File: config.mk
export PLATFORM = sky130hd
export DESIGN_NAME = jpeg_frame_size_parser
export DESIGN_NICKNAME = d
export VERILOG_FILES = /design/src/jfsp_pkg.sv /design/src/jfsp_parse_core.sv /design/src/jfsp_out_reg.sv /design/src/jpeg_frame_size_parser.sv
export SDC_FILE = /design/constraint.sdc
export NUM_CORES = 1
export LEC_CHECK = 0
export BUFFER_PORTS_ARGS = -buffer_cell sky130_fd_sc_hd__buf_2
export CAP_MARGIN = 20
export CORE_MARGIN = 3
export CORE_UTILIZATION = 40
export CTS_CLUSTER_DIAMETER = 50
export DETAILED_ROUTE_END_ITERATION = 8
export GPL_ROUTABILITY_DRIVEN = 0
export SLEW_MARGIN = 0
export SYNTH_ARGS = -nofsm -noshare
export SYNTH_HDL_FRONTEND = slang
export SYNTH_HIERARCHICAL = 1
export SYNTH_SLANG_ARGS = --single-unit
File: constraint.sdc
create_clock -name clk -period 4.55 [get_ports clk]
set_clock_uncertainty 0.15 [all_clocks]
set_input_delay 0.91 -clock clk [delete_from_list [all_inputs] [get_ports clk]]
set_output_delay 0.91 -clock clk [all_outputs]
set_load 0.02 [all_outputs]
File: src/jfsp_pkg.sv
// ---------------------------------------------------------------------------
// jfsp_pkg
// shared types and constants for the jpeg frame size parser
// ---------------------------------------------------------------------------
package jfsp_pkg;

    localparam logic [7:0] MARK_LEAD    = 8'hFF;
    localparam logic [7:0] MARK_SOI     = 8'hD8;
    localparam logic [7:0] SOF_LOW      = 8'hC0;
    localparam logic [7:0] SOF_HIGH     = 8'hCF;
    localparam logic [7:0] MARK_DHT     = 8'hC4;
    localparam logic [7:0] MARK_JPG     = 8'hC8;
    localparam logic [7:0] MARK_DAC     = 8'hCC;

    typedef enum logic [2:0] {
        ST_OK        = 3'd0,
        ST_NO_SOI    = 3'd1,
        ST_NO_FF     = 3'd2,
        ST_SHORT_LEN = 3'd3,
        ST_TRUNC     = 3'd4
    } status_t;

    typedef struct packed {
        logic        found;
        status_t     status;
        logic [15:0] image_width;
        logic [15:0] image_height;
    } result_t;

    localparam int OUT_TDATA_W = 40;

endpackage

File: src/jfsp_parse_core.sv
// ---------------------------------------------------------------------------
// jfsp_parse_core
// segment walker: holds parser state and decides the result for one byte
// ---------------------------------------------------------------------------
module jfsp_parse_core
    import jfsp_pkg::*;
(
    input  logic        clk,
    input  logic        rst_n,
    input  logic        step_en,
    input  logic [7:0]  data_byte,
    input  logic        last_byte,
    output logic        res_valid,
    output result_t     res
);

    typedef enum logic [2:0] {
        PH_SOI0,
        PH_SOI1,
        PH_HDR,
        PH_SKIP,
        PH_SOF,
        PH_DONE
    } phase_t;

    phase_t      phase_reg, phase_next;
    logic [2:0]  pos_reg, pos_next;
    logic [15:0] skip_reg, skip_next;
    logic [7:0]  lead_reg, lead_next;
    logic [7:0]  marker_reg, marker_next;
    logic [7:0]  len_hi_reg, len_hi_next;
    logic [15:0] height_reg, height_next;
    logic [15:0] width_reg, width_next;

    logic        is_sof;
    logic [15:0] seg_len;
    logic [15:0] skip_dec;
    logic        hit;
    result_t     hit_res;

    assign is_sof = (marker_reg >= SOF_LOW) && (marker_reg <= SOF_HIGH)
                    && (marker_reg != MARK_DHT) && (marker_reg != MARK_JPG)
                    && (marker_reg != MARK_DAC);
    assign seg_len  = {len_hi_reg, data_byte};
    assign skip_dec = skip_reg - 16'd1;

    always_comb
    begin
        phase_next  = phase_reg;
        pos_next    = pos_reg;
        skip_next   = skip_reg;
        lead_next   = lead_reg;
        marker_next = marker_reg;
        len_hi_next = len_hi_reg;
        height_next = height_reg;
        width_next  = width_reg;
        hit         = 1'b0;
        hit_res     = '{found: 1'b0, status: ST_OK, image_width: 16'd0,
                        image_height: 16'd0};

        case (phase_reg)
            PH_SOI0:
            begin
                if (data_byte == MARK_LEAD)
                begin
                    phase_next = PH_SOI1;
                end
                else
                begin
                    hit            = 1'b1;
                    hit_res.status = ST_NO_SOI;
                    phase_next     = PH_DONE;
                end
            end
            PH_SOI1:
            begin
                if (data_byte == MARK_SOI)
                begin
                    phase_next = PH_HDR;
                    pos_next   = 3'd0;
                end
                else
                begin
                    hit            = 1'b1;
                    hit_res.status = ST_NO_SOI;
                    phase_next     = PH_DONE;
                end
            end
            PH_HDR:
            begin
                case (pos_reg)
                    3'd0:
                    begin
                        lead_next = data_byte;
                        pos_next  = 3'd1;
                    end
                    3'd1:
                    begin
                        marker_next = data_byte;
                        pos_next    = 3'd2;
                    end
                    3'd2:
                    begin
                        len_hi_next = data_byte;
                        pos_next    = 3'd3;
                    end
                    default:
                    begin
                        pos_next = 3'd0;
                        if (lead_reg != MARK_LEAD)
                        begin
                            hit            = 1'b1;
                            hit_res.status = ST_NO_FF;
                            phase_next     = PH_DONE;
                        end
                        else if (is_sof)
                        begin
                            phase_next = PH_SOF;
                        end
                        else if (seg_len < 16'd2)
                        begin
                            hit            = 1'b1;
                            hit_res.status = ST_SHORT_LEN;
                            phase_next     = PH_DONE;
                        end
                        else if (seg_len != 16'd2)
                        begin
                            skip_next  = seg_len - 16'd2;
                            phase_next = PH_SKIP;
                        end
                    end
                endcase
            end
            PH_SKIP:
            begin
                skip_next = skip_dec;
                if (skip_dec == 16'd0)
                begin
                    phase_next = PH_HDR;
                    pos_next   = 3'd0;
                end
            end
            PH_SOF:
            begin
                case (pos_reg)
                    3'd0:
                    begin
                        pos_next = 3'd1;
                    end
                    3'd1:
                    begin
                        height_next = {data_byte, 8'd0};
                        pos_next    = 3'd2;
                    end
                    3'd2:
                    begin
                        height_next = {height_reg[15:8], data_byte};
                        pos_next    = 3'd3;
                    end
                    3'd3:
                    begin
                        width_next = {data_byte, 8'd0};
                        pos_next   = 3'd4;
                    end
                    default:
                    begin
                        width_next           = {width_reg[15:8], data_byte};
                        hit                  = 1'b1;
                        hit_res.found        = 1'b1;
                        hit_res.status       = ST_OK;
                        hit_res.image_width  = {width_reg[15:8], data_byte};
                        hit_res.image_height = height_reg;
                        phase_next           = PH_DONE;
                        pos_next             = 3'd0;
                    end
                endcase
            end
            default:
            begin
            end
        endcase

        // end of file: report an early end, then start over
        if (last_byte)
        begin
            if (!hit && phase_next != PH_DONE)
            begin
                hit            = 1'b1;
                hit_res.status = (phase_next == PH_SOI0 || phase_next == PH_SOI1)
                                 ? ST_NO_SOI : ST_TRUNC;
            end
            phase_next  = PH_SOI0;
            pos_next    = 3'd0;
            skip_next   = 16'd0;
            lead_next   = 8'd0;
            marker_next = 8'd0;
            len_hi_next = 8'd0;
            height_next = 16'd0;
            width_next  = 16'd0;
        end
    end

    assign res_valid = hit;
    assign res       = hit_res;

    always_ff @(posedge clk or negedge rst_n)
    begin
        if (!rst_n)
        begin
            phase_reg  <= PH_SOI0;
            pos_reg    <= 3'd0;
            skip_reg   <= 16'd0;
            lead_reg   <= 8'd0;
            marker_reg <= 8'd0;
            len_hi_reg <= 8'd0;
            height_reg <= 16'd0;
            width_reg  <= 16'd0;
        end
        else if (step_en)
        begin
            phase_reg  <= phase_next;
            pos_reg    <= pos_next;
            skip_reg   <= skip_next;
            lead_reg   <= lead_next;
            marker_reg <= marker_next;
            len_hi_reg <= len_hi_next;
            height_reg <= height_next;
            width_reg  <= width_next;
        end
    end

endmodule

File: src/jfsp_out_reg.sv
// ---------------------------------------------------------------------------
// jfsp_out_reg
// result register on the master side, frees while the receiver takes it
// ---------------------------------------------------------------------------
module jfsp_out_reg
    import jfsp_pkg::*;
(
    input  logic                   clk,
    input  logic                   rst_n,
    input  logic                   load,
    input  result_t                res,
    output logic                   slot_free,
    output logic                   m_tvalid,
    input  logic                   m_tready,
    output logic [OUT_TDATA_W-1:0] m_tdata,
    output logic                   m_tuser
);

    logic    valid_reg;
    result_t res_reg;

    assign slot_free = !valid_reg || m_tready;

    always_ff @(posedge clk or negedge rst_n)
    begin
        if (!rst_n)
        begin
            valid_reg <= 1'b0;
        end
        else if (slot_free)
        begin
            valid_reg <= load;
        end
    end

    always_ff @(posedge clk)
    begin
        if (slot_free && load)
        begin
            res_reg <= res;
        end
    end

    assign m_tvalid = valid_reg;
    assign m_tuser  = res_reg.found;
    assign m_tdata  = {5'd0, res_reg.image_height, res_reg.image_width,
                       res_reg.status};

endmodule

File: src/jpeg_frame_size_parser.sv
// ---------------------------------------------------------------------------
// jpeg_frame_size_parser
// finds the frame dimensions in a jpeg byte stream
// ---------------------------------------------------------------------------
// usage:
//   slave side takes one file byte per request in s_tdata, s_tlast on the
//   final byte of the file. master side gives at most one result per file:
//   the dimensions from the first start-of-frame header, or an error status
//   (no start-of-image, missing ff, length below two, truncated).
// path: a byte that causes a result lands in the input register, and the
//   result register loads that result when it takes the byte from there
//   (only while the result register is free), raising m_tvalid.
// throughput: one byte per cycle unless a result waits with m_tready low;
//   the single state update between the two registers sets that figure.
// stall: while a result waits in the result register and m_tready is low,
//   the input register holds its byte and s_tready drops once it is full;
//   bytes that give no result still pass only behind that waiting byte.
// reset: rst_n clears the parser to expect the start-of-image pair and
//   empties both registers. the final byte of a file also resets the parser.
// ---------------------------------------------------------------------------
module jpeg_frame_size_parser
    import jfsp_pkg::*;
(
    input  logic                   clk,
    input  logic                   rst_n,
    input  logic                   s_tvalid,
    output logic                   s_tready,
    input  logic [7:0]             s_tdata,   // data_byte[7:0]
    input  logic                   s_tlast,
    output logic                   m_tvalid,
    input  logic                   m_tready,
    output logic [OUT_TDATA_W-1:0] m_tdata,   // status[2:0], image_width[18:3],
                                              // image_height[34:19], zero fill
    output logic                   m_tuser    // found
);

    logic       in_valid_reg;
    logic [7:0] in_data_reg;
    logic       in_last_reg;
    logic       slot_free;
    logic       step_en;
    logic       res_valid;
    result_t    res;

    assign step_en  = in_valid_reg && slot_free;
    assign s_tready = !in_valid_reg || slot_free;

    always_ff @(posedge clk or negedge rst_n)
    begin
        if (!rst_n)
        begin
            in_valid_reg <= 1'b0;
        end
        else if (s_tready)
        begin
            in_valid_reg <= s_tvalid;
        end
    end

    always_ff @(posedge clk)
    begin
        if (s_tready && s_tvalid)
        begin
            in_data_reg <= s_tdata;
            in_last_reg <= s_tlast;
        end
    end

    jfsp_parse_core u_core (
        .clk       (clk),
        .rst_n     (rst_n),
        .step_en   (step_en),
        .data_byte (in_data_reg),
        .last_byte (in_last_reg),
        .res_valid (res_valid),
        .res       (res)
    );

    jfsp_out_reg u_out (
        .clk       (clk),
        .rst_n     (rst_n),
        .load      (step_en && res_valid),
        .res       (res),
        .slot_free (slot_free),
        .m_tvalid  (m_tvalid),
        .m_tready  (m_tready),
        .m_tdata   (m_tdata),
        .m_tuser   (m_tuser)
    );

endmodule
==> summary.md <==
| Metric | Value |
|---|---|
| Worst-path fanout max | `36` |
| Clock buffer count from CTS | `17` |
| Worst R2R End | `u_out/m_tdata[9]$_DFFE_PP_` |
| Period utilization | `0.8205` |
| Setup TNS | `0 ns` |
| Setup WS pre-CTS | `approximately 0.85 ns` |
| Worst slew pin tran | `0.9458 ns` |
| Sequential group share of total power | `0.421` |
| Initial Util | `0.4100` |
| IO buf count | `50` |
| CP Launch Type | `flop` |
| Total grt overflow | `0` |
| Site Rows | `44` |
| Fmax | `267.9 MHz` |
| P&R area growth vs syn | `14.54%` |
| Worst setup path start | `in_data_reg[5]$_DFFE_PP_` |
| Hold Crit Start | `u_core/height_reg[8]$_DFFE_PN0P_` |
| Fin nets | `roughly 630` |
| Syn Inst Count | `around 600` |
| Root Driver | `clkbuf_16` |
| Antenna Cells | `0` |
| Hold Path End | `u_core/height_reg[8]$_DFFE_PN0P_` |
| Initial DRC count | `387` |
| First-pass GRT wire length | `around 24000 µm` |
| Die Area | `16460 µm²` |
| Max-slew violation count | `0` |
| Ys flop type | `dfrtp_1` |
| CTS Hold Bufs | `0` |
| RSZ-0062 raised after global routing | `no` |
| PostCTS Resize Cnt | `0` |
| Final Non-Filler Cells | `~800` |
| DR vias/cell | `5.719` |
| Run status | `completed` |
| CTS max path bufs | `2` |
| Largest net degree at the start of global routing | `73` |
| Mean Syn Cell Area | `around 10 µm²` |
| Cell area after synthesis | `5982 µm²` |
| Depth of the worst hold-timing path | `2` |
| Final setup viols | `0` |
| Int Pwr | `2666 µW` |
| Synth warnings | `6` |
| TritonRoute pass-1 iters | `5` |
| Clock slew at reported path FFs | `0.06 ns` |
| Initial antenna violation count | `1` |
| Die extent in y | `roughly 130 µm` |
| Reg2reg start | `in_data_reg[5]$_DFFE_PP_` |
| FFs w/ async S/R, synth | `0.6154` |
| Drt drc | `0` |
| WP data required | `4.46 ns` |
| Sequential share of the synthesized area | `0.5271` |
| IO Pins | `56` |
| # Max-Cap Violations | `0` |
| Share of cells above drive strength 1 | `0.1965` |
| Vias in the first global route | `4498` |
| Vias | `4661` |
| TritonCTS clock tree | `built` |
| CTS Sinks | `117` |
| Clk network pwr share | `0.302` |
| Routed len/inst | `18.41 µm` |
| Core area | `14590 µm²` |
| Worst Hold Class | `reg2reg` |
| Routed Antenna Nets | `0` |
| VDD IR max | `269.6 µV` |
| Sw frac | `0.3643` |
| Placed cell areas | `6295 µm²` |
| All-Layer GR Usage | `0.1901` |
| EDFF count, synth | `45` |
| Postcts setup bufs | `0` |
| Design Area, Final | `6852 µm²` |
| Yosys reg bits | `between 100 and 150` |
| Synth cell types | `between 60 and 70` |
| WL final | `15000 µm` |
| Reg2reg setup slack | `~0.82 ns` |
| Static leakage | `0.002924 µW` |
| Cell total after placement | `783` |
| Die width | `between 100 and 150 µm` |
| Worst r2r path cells | `9` |
| Rel. slew slack | `0.3694` |
| Pwr dens | `612.2 nW/µm²` |
| Final hold viol count | `0` |
| Net switching power | `1528 µW` |
| Post-DP HPWL | `10130 µm` |
| Worst setup margin | `0.8169 ns` |
| Final period demand of the worst path | `3.733 ns` |
| Clk Latency, worst-skew pair | `0.42 ns` |
| Worst Setup End Kind | `flop` |
| H-Tree Level Count | `4` |
| Worst path arrival time | `3.64 ns` |
| Logic gate share of total power | `0.277` |
| Setup CP Type | `reg2reg` |
| Max reg flops | `35` |
-- how the worst max path moves through the flow --
| stage | end | slack, ns | cells after the start |
|---|---|---|---|
| after detailed placement | u_out/m_tdata[19]$_DFFE_PP_ | 0.85 | 9 |
| after floorplan | u_out/m_tdata[0]$_DFFE_PP_ | 1.18 | 10 |
| after CTS | u_out/m_tdata[13]$_DFFE_PP_ | 0.83 | 9 |
| final | u_out/m_tdata[9]$_DFFE_PP_ | 0.82 | 9 |
| after global routing | u_out/m_tdata[5]$_DFFE_PP_ | 0.64 | 9 |
| after global placement | u_out/m_tdata[28]$_DFFE_PP_ | 0.92 | 9 |
-- cell families after synthesis --
family,Yosys count,share of synthesized area
AO/OA/AOI/OAI,133,0.1391
XOR/XNOR,13,0.01903
adder cells (fa/ha/maj),3,0.006276
buffers and inverters,55,0.04434
flip-flops,117,0.5271
multiplexers,24,0.04518
other,1,0.0006269
AND/OR/NAND/NOR,240,0.2184
-- power by group through the flow --
stage / Sequential [µW] / Clock, µW / Combinational, µW
2_1_floorplan: 1720 / 0 / 868
3_3_place_gp: 1760 / 0 / 1140
3_5_place_dp: 1770 / 0 / 1160
4_1_cts: 1750 / 1290 / 1160
5_1_grt: 1810 / 1330 / 1300
6_report: 1770 / 1270 / 1160
-- metal layers --
layer / GRT usage / share of wire
met1: 0.2714 / 0.46
met2: 0.2752 / 0.44
met3: 0.04625 / 0.069
met4: 0.07990 / 0.022
met5: 0 / 0.0015
-- worst max-delay path, cell delays in order (launching register included) --
cell and delay [ns]:
edfxtp_1 0.55, or4_4 0.59, nor4_4 0.25, nand2_1 0.10, o41a_1 0.32, or4_4 0.55
nand3b_1 0.11, a211o_1 0.12, and3_1 0.16, and2_4 0.45
-- Yosys cell counts, types with 2 or more instances --
cell	count	area share
nand3_1	18	0.015
ha_1	3	0.0063
a21oi_1	23	0.019
xor2_1	9	0.013
o21a_1	4	0.0050
and3_1	35	0.037
nor2_1	40	0.025
inv_1	6	0.0038
or3_1	6	0.0063
o2bb2ai_1	5	0.0073
edfxtp_1	45	0.23
nand4_1	6	0.0063
clkbuf_1	33	0.021
nand3b_1	8	0.010
buf_6	2	0.0038
nor3_1	19	0.016
a22o_1	4	0.0059
o21ai_1	2	0.0017
dfrtp_1	72	0.30
and2_1	4	0.0042
a311oi_1	2	0.0029
a32o_1	2	0.0033
or4_4	3	0.0056
nor4b_1	2	0.0029
o21ai_0	54	0.045
and2_4	2	0.0029
o31a_1	2	0.0029
nand2b_1	8	0.0084
xnor2_1	4	0.0059
nor2b_1	18	0.019
a31oi_1	3	0.0031
a22oi_1	18	0.023
nor4_1	11	0.012
buf_4	11	0.014
mux2_2	24	0.045
nand2_1	52	0.033
nand2b_4	2	0.0046
-- per-stage QoR --
stage	power [µW]	utilization	hold slack, ns
5_1_grt	4440	0.4696	0.3600
6_report	4194	0.4696	0.3436
2_1_floorplan	2583	-	0.3080
3_5_place_dp	2930	0.4315	0.3290
4_1_cts	4202	0.4696	0.3421
3_3_place_gp	2894	0.4315	0.3305
-- layout by cell type (no fill, tap or decap), types with 5 or more instances in the layout --
cell and count:
dfrtp_1 72, o21ai_0 54, nand2_1 52, buf_2 50
edfxtp_1 45, nor2_1 40, and3_1 35, mux2_2 24
a21oi_1 23, nor3_1 19, nor2b_1 18, nand3_1 18
a22oi_1 18, clkbuf_16 17, nor4_1 11, xor2_1 9
nand2b_1 8, buf_4 8, nand3b_1 8, inv_1 6
or3_1 6, nand4_1 6, o2bb2ai_1 5, conb_1 5
-- cell type report --
type | count | area (µm²)
Clock buffer | 19 | 432.9
Multi-Input combinational cell | 418 | 2579
Timing Repair Buffer | 58 | 310.3
Fill cell | 1355 | 7737
Inverter | 6 | 22.52
Sequential cell | 117 | 3153
Clock inverter | 13 | 123.9
Tap cell | 184 | 230.2
No activity file was read; power rests on OpenSTA's default activity.
